<file path="src/rtl/btes_pkg.sv">
package btes_pkg;

    localparam int DIGITS = 8;

    localparam logic [2:0] NAV_NONE       = 3'd7;
    localparam logic [2:0] NAV_WAIT_TICKS = 3'd5;
    localparam logic [4:0] VIB_HOLD_TICKS = 5'd18;
    localparam logic [3:0] DECADE_LAST    = 4'd9;

    typedef enum logic [2:0] {
        CFG_SCAN_BEGIN   = 3'd0,
        CFG_SCAN_END     = 3'd1,
        CFG_SEGMENTS     = 3'd2,
        CFG_LED_PATTERN  = 3'd3,
        CFG_HALL_ENABLE  = 3'd4
    } t_cfg_reg;

    typedef enum logic [1:0] {
        DRIVE_NONE  = 2'd0,
        DRIVE_DIGIT = 2'd1,
        DRIVE_LED   = 2'd2
    } t_drive_kind;

    typedef struct packed {
        logic       press;
        logic [2:0] press_code;
        logic       release_ev;
        logic [2:0] release_code;
    } t_nav_event;

endpackage

</file>
<file path="src/rtl/btes_nav.sv">
module btes_nav (
    input  logic                  i_clk,
    input  logic                  i_rst_n,
    input  logic                  i_step,
    input  logic [2:0]            i_nav_level,
    output btes_pkg::t_nav_event  o_event
);
    import btes_pkg::*;

    logic [2:0] r_held_code;
    logic [2:0] n_held_code;
    logic [2:0] r_wait;
    logic [2:0] n_wait;
    logic [2:0] wait_dec;
    logic       pressed;
    logic       held;

    assign pressed  = (i_nav_level != NAV_NONE);
    assign held     = (r_held_code != NAV_NONE);
    assign wait_dec = r_wait - 3'd1;

    always_comb begin
        n_held_code = r_held_code;
        n_wait      = r_wait;
        o_event     = '0;
        if (pressed && !held) begin
            if (r_wait != 3'd0) begin
                n_wait = wait_dec;
                if (wait_dec == 3'd0) begin
                    o_event.press      = 1'b1;
                    o_event.press_code = i_nav_level;
                    n_held_code        = i_nav_level;
                end
            end else begin
                n_wait = NAV_WAIT_TICKS;
            end
        end else if (!pressed && held) begin
            o_event.release_ev   = 1'b1;
            o_event.release_code = r_held_code;
            n_held_code          = NAV_NONE;
        end
    end

    always_ff @(posedge i_clk) begin
        if (!i_rst_n) begin
            r_held_code <= NAV_NONE;
            r_wait      <= 3'd0;
        end else if (i_step) begin
            r_held_code <= n_held_code;
            r_wait      <= n_wait;
        end
    end

endmodule

</file>
<file path="src/rtl/board_tick_event_scanner.sv">
// The result word for a tick is registered and appears on the output in the cycle after it is accepted.
// Throughput: one tick word per cycle while i_out_ready is not holding the output; the output register
// is refilled in the same cycle that its word is taken.
// Reset: synchronous, active low; it clears the configuration registers, the debounce, scan, hall,
// vibration and period state, and the output valid.
module board_tick_event_scanner (
    input  logic        i_clk,
    input  logic        i_rst_n,
    input  logic        i_cfg_wr_en,
    input  logic [2:0]  i_cfg_index,
    input  logic [63:0] i_cfg_wdata,
    input  logic        i_in_valid,
    output logic        o_in_ready,
    input  logic [2:0]  i_nav_level,
    input  logic        i_hall_pin,
    input  logic        i_vib_pin,
    output logic        o_out_valid,
    input  logic        i_out_ready,
    output logic [1:0]  o_drive_kind,
    output logic [2:0]  o_digit_select,
    output logic [7:0]  o_drive_byte,
    output logic        o_nav_press,
    output logic [2:0]  o_nav_press_code,
    output logic        o_nav_release,
    output logic [2:0]  o_nav_release_code,
    output logic        o_hall_edge,
    output logic        o_hall_level,
    output logic        o_vib_start,
    output logic [2:0]  o_period_events
);
    import btes_pkg::*;

    logic [3:0]  r_scan_begin;
    logic [3:0]  r_scan_end;
    logic [63:0] r_segments;
    logic [7:0]  r_led_pattern;
    logic [1:0]  r_hall_enable;

    logic [3:0]  r_scan_index;
    logic [3:0]  n_scan_index;
    logic        r_hall_last;
    logic [4:0]  r_vib_hold;
    logic [4:0]  n_vib_hold;
    logic [3:0]  r_ones;
    logic [3:0]  r_tens;
    logic [3:0]  r_hundreds;
    logic [3:0]  n_ones;
    logic [3:0]  n_tens;
    logic [3:0]  n_hundreds;

    logic        accept;
    t_nav_event  nav_event;

    t_drive_kind n_drive_kind;
    logic [2:0]  n_digit_select;
    logic [7:0]  n_drive_byte;
    logic        n_hall_edge;
    logic        n_hall_level;
    logic        n_vib_start;
    logic [2:0]  n_period_events;

    logic        r_out_valid;
    logic [1:0]  r_drive_kind;
    logic [2:0]  r_digit_select;
    logic [7:0]  r_drive_byte;
    t_nav_event  r_nav_event;
    logic        r_hall_edge;
    logic        r_hall_level;
    logic        r_vib_start;
    logic [2:0]  r_period_events;

    assign o_in_ready = !r_out_valid || i_out_ready;
    assign accept     = i_in_valid && o_in_ready;

    always_ff @(posedge i_clk) begin
        if (!i_rst_n) begin
            r_scan_begin  <= 4'd0;
            r_scan_end    <= 4'd0;
            r_segments    <= 64'd0;
            r_led_pattern <= 8'd0;
            r_hall_enable <= 2'd0;
        end else if (i_cfg_wr_en) begin
            case (i_cfg_index)
                CFG_SCAN_BEGIN:  r_scan_begin  <= i_cfg_wdata[3:0];
                CFG_SCAN_END:    r_scan_end    <= i_cfg_wdata[3:0];
                CFG_SEGMENTS:    r_segments    <= i_cfg_wdata;
                CFG_LED_PATTERN: r_led_pattern <= i_cfg_wdata[7:0];
                CFG_HALL_ENABLE: r_hall_enable <= i_cfg_wdata[1:0];
                default: ;
            endcase
        end
    end

    btes_nav u_nav (
        .i_clk       (i_clk),
        .i_rst_n     (i_rst_n),
        .i_step      (accept),
        .i_nav_level (i_nav_level),
        .o_event     (nav_event)
    );

    always_comb begin
        n_drive_kind   = DRIVE_NONE;
        n_digit_select = 3'd0;
        n_drive_byte   = 8'd0;
        n_scan_index   = r_scan_index;
        if (r_scan_index < r_scan_end) begin
            if (r_scan_index < 4'(DIGITS)) begin
                n_drive_kind   = DRIVE_DIGIT;
                n_digit_select = r_scan_index[2:0];
                n_drive_byte   = r_segments[{r_scan_index[2:0], 3'b000} +: 8];
            end
            n_scan_index = r_scan_index + 4'd1;
        end else begin
            n_drive_kind = DRIVE_LED;
            n_drive_byte = r_led_pattern;
            n_scan_index = r_scan_begin;
        end
    end

    always_comb begin
        n_hall_edge  = 1'b0;
        n_hall_level = 1'b0;
        if (r_hall_last != i_hall_pin && r_hall_enable[i_hall_pin]) begin
            n_hall_edge  = 1'b1;
            n_hall_level = i_hall_pin;
        end
    end

    always_comb begin
        n_vib_start = 1'b0;
        n_vib_hold  = r_vib_hold;
        if (!i_vib_pin) begin
            n_vib_start = (r_vib_hold == 5'd0);
            n_vib_hold  = VIB_HOLD_TICKS;
        end else if (r_vib_hold != 5'd0) begin
            n_vib_hold = r_vib_hold - 5'd1;
        end
    end

    // The period phase is kept as three decimal digits, so the boundaries are zero tests.
    always_comb begin
        n_period_events[0] = (r_ones == 4'd0);
        n_period_events[1] = n_period_events[0] && (r_tens == 4'd0);
        n_period_events[2] = n_period_events[1] && (r_hundreds == 4'd0);
        n_ones     = r_ones + 4'd1;
        n_tens     = r_tens;
        n_hundreds = r_hundreds;
        if (r_ones == DECADE_LAST) begin
            n_ones = 4'd0;
            n_tens = r_tens + 4'd1;
            if (r_tens == DECADE_LAST) begin
                n_tens     = 4'd0;
                n_hundreds = r_hundreds + 4'd1;
                if (r_hundreds == DECADE_LAST) begin
                    n_hundreds = 4'd0;
                end
            end
        end
    end

    always_ff @(posedge i_clk) begin
        if (!i_rst_n) begin
            r_scan_index <= 4'd0;
            r_hall_last  <= 1'b1;
            r_vib_hold   <= 5'd0;
            r_ones       <= 4'd0;
            r_tens       <= 4'd0;
            r_hundreds   <= 4'd0;
        end else if (accept) begin
            r_scan_index <= n_scan_index;
            r_hall_last  <= i_hall_pin;
            r_vib_hold   <= n_vib_hold;
            r_ones       <= n_ones;
            r_tens       <= n_tens;
            r_hundreds   <= n_hundreds;
        end
    end

    always_ff @(posedge i_clk) begin
        if (!i_rst_n) begin
            r_out_valid <= 1'b0;
        end else if (accept) begin
            r_out_valid <= 1'b1;
        end else if (i_out_ready) begin
            r_out_valid <= 1'b0;
        end
    end

    always_ff @(posedge i_clk) begin
        if (accept) begin
            r_drive_kind    <= n_drive_kind;
            r_digit_select  <= n_digit_select;
            r_drive_byte    <= n_drive_byte;
            r_nav_event     <= nav_event;
            r_hall_edge     <= n_hall_edge;
            r_hall_level    <= n_hall_level;
            r_vib_start     <= n_vib_start;
            r_period_events <= n_period_events;
        end
    end

    assign o_out_valid        = r_out_valid;
    assign o_drive_kind       = r_drive_kind;
    assign o_digit_select     = r_digit_select;
    assign o_drive_byte       = r_drive_byte;
    assign o_nav_press        = r_nav_event.press;
    assign o_nav_press_code   = r_nav_event.press_code;
    assign o_nav_release      = r_nav_event.release_ev;
    assign o_nav_release_code = r_nav_event.release_code;
    assign o_hall_edge        = r_hall_edge;
    assign o_hall_level       = r_hall_level;
    assign o_vib_start        = r_vib_start;
    assign o_period_events    = r_period_events;

endmodule
</file>
<file path="config.mk">
export PLATFORM = sky130hd
export DESIGN_NAME = board_tick_event_scanner
export DESIGN_NICKNAME = d
export VERILOG_FILES = /design/src/rtl/btes_pkg.sv /design/src/rtl/btes_nav.sv /design/src/rtl/board_tick_event_scanner.sv
export SDC_FILE = /design/constraint.sdc
export NUM_CORES = 1
export LEC_CHECK = 0
export BUFFER_PORTS_ARGS = -buffer_cell sky130_fd_sc_hd__buf_2
export CAP_MARGIN = 20
export CELL_PAD_IN_SITES_DETAIL_PLACEMENT = 0
export CELL_PAD_IN_SITES_GLOBAL_PLACEMENT = 1
export CORE_MARGIN = 5
export CORE_UTILIZATION = 45
export CTS_CLUSTER_SIZE = 20
export DETAILED_ROUTE_END_ITERATION = 16
export PLACE_DENSITY_LB_ADDON = 0.12
export SLEW_MARGIN = 20
export SYNTH_ARGS = -nofsm -noshare
export SYNTH_HDL_FRONTEND = slang
export SYNTH_SLANG_ARGS = --single-unit
</file>
<file path="constraint.sdc">
create_clock -name i_clk -period 2.7 [get_ports i_clk]
set_input_delay 0 -clock i_clk [delete_from_list [all_inputs] [get_ports i_clk]]
set_output_delay 0 -clock i_clk [all_outputs]
set_load 0.01 [all_outputs]
</file>
== Word level (Yosys, flattened, before mapping) ==
Index checks and enable logic that the tools add are counted.
Word-level totals
  bits in registers: 138
  bits of input ports: 77
  output and inout bits: 29
Operators by class
  add/sub/neg operators: 6
  magnitude comparators: 3
  equal/unequal tests: 13
  shifts and indexed selects: 1
  multiplexer cells: 21
  bitwise operators: 1
  reduce and logical (&&, ||, !) cells: 34
Operator list (number)
  64-bit by 7-bit variable part select with 8-bit output: 1
  4-bit 2-to-1 mux: 6
  2-bit AND reduction: 10
  4-bit by 1-bit adder with 4-bit output (second input constant): 4
  8-bit 2-to-1 mux: 2
  3-bit 2-to-1 mux: 5
  4-bit == test (second input constant): 3
  4-bit logical NOT: 3
  5-bit 2-to-1 mux: 2
  3-bit by 2-bit == test with 1-bit output (second input constant): 2
  1-bit logical AND: 6
  3-bit logical NOT: 2
  1-bit 2-to-1 mux: 6
  3-bit != test (second input constant): 2
  3-bit AND reduction: 2
  5-bit logical NOT: 1
  5-bit nonzero test: 1
  5-bit by 1-bit subtractor with 5-bit output (second input constant): 1
  4-bit < comparator: 1
  4-bit < comparator (second input constant): 1
  2-bit != test (second input constant): 2
  4-bit AND reduction: 1
  2-bit nonzero test: 2
  3-bit by 1-bit == test with 1-bit output (second input constant): 1
  other kinds (10): 12

== Logic depth before layout (Yosys ltp) ==
  depth in word-level cells: 5
  gate-level depth with buffers: 7
  depth with buffers taken out: 7

== Hierarchy ==
A second synthesis with hierarchy kept.
Second synthesis, totals
  cell total of the unflattened synthesis: 639
  area, all modules: 6047.0 um2
Modules (own cells, without submodules)
  board_tick_event_scanner: instances 1, cells an instance 593, area each 5620.4 um2, sequential area each 2912.8 um2
  btes_nav: instances 1, cells an instance 46, area each 426.7 um2, sequential area each 120.1 um2

== Worst setup path after synthesis ==
Ideal clock, no wire load.
  path type: register -> register
  start: register r_scan_index[1]
  end: register r_drive_byte[5], in the netlist o_drive_byte[5] (data pin)
  setup time: 0.266 ns
  data arrival time: 1.526 ns
  required time: 2.434 ns
  setup slack: 0.909 ns
  stages on the path, launching flop included: 6
  path buffers: 2
  cells stage by stage: dfxtp_1 > buf_4 > buf_2 > mux4_2 > mux2i_1 > o2bb2ai_1
On the way
  cells in the longest elaborated chain, start to end: 3
  elaborated cells on any way between the ends: 5
Ends and longest elaborated chain
  start, declared: line board_tick_event_scanner.sv:39  | logic [3:0] r_scan_index;
  start signal, assigned: line board_tick_event_scanner.sv:171  | r_scan_index <= n_scan_index;
  64-bit by 7-bit variable part select with 8-bit output or 4-bit < comparator (tied branches): line board_tick_event_scanner.sv:111, board_tick_event_scanner.sv:108
  8-bit 2-to-1 mux: line board_tick_event_scanner.sv:108  | if (r_scan_index < 4'(DIGITS)) begin
  8-bit 2-to-1 mux *: line board_tick_event_scanner.sv:107  | if (r_scan_index < r_scan_end) begin
  via n_drive_byte[5]: line board_tick_event_scanner.sv:56  | logic [7:0] n_drive_byte;
  end signal, assigned: line board_tick_event_scanner.sv:194  | r_drive_byte <= n_drive_byte;
  end, declared: line board_tick_event_scanner.sv:65  | logic [7:0] r_drive_byte;
Mark *: on every way through the listed nets, which the timed path passes. The rest lies on a longest branch.
A chain may end at the register's enable or synchronous reset.

== Worst setup path in the final report ==
  start: register r_out_valid, in the netlist o_out_valid
  end: register r_hall_last
On the way
  cells in the longest elaborated chain, start to end: 3
Ends and longest elaborated chain
  start, declared: line board_tick_event_scanner.sv:62  | logic r_out_valid;
  start signal, assigned: line board_tick_event_scanner.sv:182  | r_out_valid <= 1'b0;
  start signal, assigned: line board_tick_event_scanner.sv:184  | r_out_valid <= 1'b1;
  start signal, assigned: line board_tick_event_scanner.sv:186  | r_out_valid <= 1'b0;
  1-bit logical NOT: line board_tick_event_scanner.sv:72  | assign o_in_ready = !r_out_valid || i_out_ready;
  1-bit logical OR: line board_tick_event_scanner.sv:72
  1-bit logical AND: line board_tick_event_scanner.sv:73  | assign accept = i_in_valid && o_in_ready;
  via accept: line board_tick_event_scanner.sv:51  | logic accept;
  end signal, assigned: line board_tick_event_scanner.sv:172  | r_hall_last <= i_hall_pin;
  end, declared: line board_tick_event_scanner.sv:41  | logic r_hall_last;
The timed path passes the listed nets, and every way through them passes these cells.

==> run summary <==
Outcome = finished clean
RSZ-0062 raised after global routing = no
# resized after CTS = 0
Final hold violations = 0
R2R cell count = 7
CP Cell Sequence = nor2b_1, inv_1, nand2_1, inv_2, nand2_1, nand3_1, dlygate4sd3_1
Worst-margin pin slew = 0.794 ns
DR vias = 5142
Initial Util = 0.455
PortBufs = 105
Met3 usage = 0.0546
N_diodes = 0
Die Width = 125 µm
Routed Antenna Nets = 0
Number of synthesized flops with an enable pin = 27
Cell leakage power = 3.10 nW
CTS clk-pin slew, worst paths = 0.06 ns
Unique cell type count in the Yosys netlist = 57
CTS Buffer Depth = 2
Achievable Freq = 426 MHz
Vias in the first global route = 5241
Fraction of layout cells with a size suffix above 1 = 0.205
Critical path's largest stage delay = 0.61 ns
Synth Area in Simple Gates = 0.215
Post-CTS Setup Repair Bufs = 0
Setup violations, final = 0
Slowest-stage cell, CP = inv_2
Final Cell Area = 0.00799 mm²
Worst Setup End Kind = flop
H-tree depth = 4
Mapped Avg Cell Area = 9.24 µm²
Root buffer cell = clkbuf_16
TritonCTS clock tree = built
Final hold slack = 0.0266 ns
Slew HR = 0.470
Largest cells by area after synthesis = dfxtp_1, edfxtp_1, nand2_1
Main combinational cell family by area after synthesis = simple AND/OR/NAND/NOR gates
Row count = 42
Fin Setup TNS = 0 ns
Maxcap violations = 0
Final slew viol count = 0
WL/cell = 15.8 µm
Core Region = 0.0131 mm²
CP dominant cell by count = nand2_1
Post-synth top area share = 0.372
Post-synthesis sequential area ratio = 0.508
Placement Cell Area = 0.00664 mm²
Setup CP Type = reg -> reg
Xor and xnor area share after synthesis = 0.00440
Die H = 125 µm
Yosys warns = 0
Async SR Flop Fraction = 0
TritonCTS Sinks = 138
Worst hold stages = 2
Hold crit path type = in -> reg
First-pass GRT wire length = 26400 µm
Placed insts = 900
Skew final = 0.00591 ns
Routability Congestion = 0.800
Synth Register Bits = 138
CP required = 3.06 ns
Minimum clock period = 2.35 ns
Final wirelength = 15900 µm
Top-count cell post-synth = nand2_1
Mux share of post-synthesis cell area = 0.0896
GR peak layer = met2
Synthesized-area fraction occupied by adder cells = 0.0188
Largest net degree at the start of global routing = 69
DRT iter0 DRCs = 297
Crit path DAT = 2.70 ns
Worst Path Max Fanout = 36
Clk Latency, worst-skew pair = 0.41 ns
Synth area leader = dfxtp_1
Area grow syn2layout = 33.6%
Total grt overflow = 0
Synth Cell Area = 0.00598 mm²
# IOs = 106
CP startpoint kind = flop
GRT met1 Usage = 0.288
Compound-Gate Fraction of Synth Area = 0.124
Via-per-instance ratio = 5.12
Met2 Usage GRT = 0.328
Most frequent cells after synthesis = nand2_1, dfxtp_1, a21oi_1, nor2_1, edfxtp_1
Pwr dens = 649 mW/mm²
Post-layout util = 0.608
HPWL Detailed = 10700 µm
Net count, final = 901
Syn Nets = 733
Num CTS Buffers = 17
Max VDD drop = 0.369 mV
Tot GR Track Use = 0.210
Mapped Cells = 647
Part of the cycle the worst path needs = 0.869
Final Instance Count excl. Fillers = 1004
Initial antenna violation count = 0
First-pass DRT Iterations = 4
Die area = 0.0157 mm²
Synth Flop Type = dfxtp_1
DR DRC count = 0
-- through the flow --
step	worst slack (ns)	total power, W
floorplan	0.909	0.00253
global placement	0.728	0.00270
detailed placement	0.655	0.00271
CTS	0.310	0.00523
global route	0.0935	0.00539
finish	0.353	0.00518
-- cells by family after synthesis --
logic type / after synthesis
adders and majority gates: 9
xor gates and xnor gates: 3
and+or+nand+nor: 276
muxes: 33
AOI/OAI and AO/OA: 130
DFF: 138
buffers and inverters: 58
-- placed cells by master (no fill, tap or decap), drive strengths merged, types with 4 or more instances in the layout --
master,instances
a21oi,88
a31oi,6
and2,9
and3,5
buf,113
clkbuf,27
dfxtp,111
dlygate4sd3,72
edfxtp,27
ha,9
inv,23
mux2i,16
mux4,16
nand2,161
nand3,9
nand3b,6
nand4,5
nor2,36
nor2b,10
nor3,4
nor4,8
o21a,4
o21ai,10
o2bb2ai,8
or3,4
-- final cells by class --
type	instances	area (µm²)
Clock buffer	27	526
Clock inverter	5	101
Fill cell	1152	5150
Inverter	22	82.6
Multi-Input combinational cell	451	2700
Sequential cell	138	3030
Tap cell	176	220
Timing Repair Buffer	185	1320
-- power by group --
group,switching (W),internal [W]
Clock,0.000820,0.00161
Combinational,0.000273,0.000248
Sequential,0.0000446,0.00218
-- state kept, by name, indices dropped and copies added, names as in the netlist, 4 cells and up --
signal,cells
r_segments,64
o_drive_byte,8
r_led_pattern,8
r_vib_hold,5
r_hundreds,4
r_ones,4
r_scan_begin,4
r_scan_end,4
r_scan_index,4
r_tens,4
-- critical path, delay by kind of cell (launching register included) --
kind	cells	cell delay, ns
buf+inv	3	1.47
simple gates	4	0.51
flops	1	0.30
-- routing by layer --
metal / part of all wire / up-vias
met5: 0 / -
met4: 0.011 / 0
met3: 0.050 / 10
met2: 0.46 / 132
met1: 0.48 / 2419
li1: - / 2581
-- path summary, 6_finish.rpt --
path                                      from              end  slack [ns]
worst max-delay path               o_out_valid      r_hall_last        0.35
worst min-delay path                   i_rst_n  r_scan_index[3]        0.03
worst min register to register  r_segments[16]   r_segments[16]        0.45
worst max register to register     o_out_valid      r_hall_last        0.35
-- repair_timing --
| action | 4_1_cts | 5_1_grt |
|---|---|---|
| endpoints found under the setup margin | 0 | 0 |
| hold endpoints to repair | 94 | 0 |
| hold buffers | 72 | 0 |
Power figures use the tool's default switching activity.
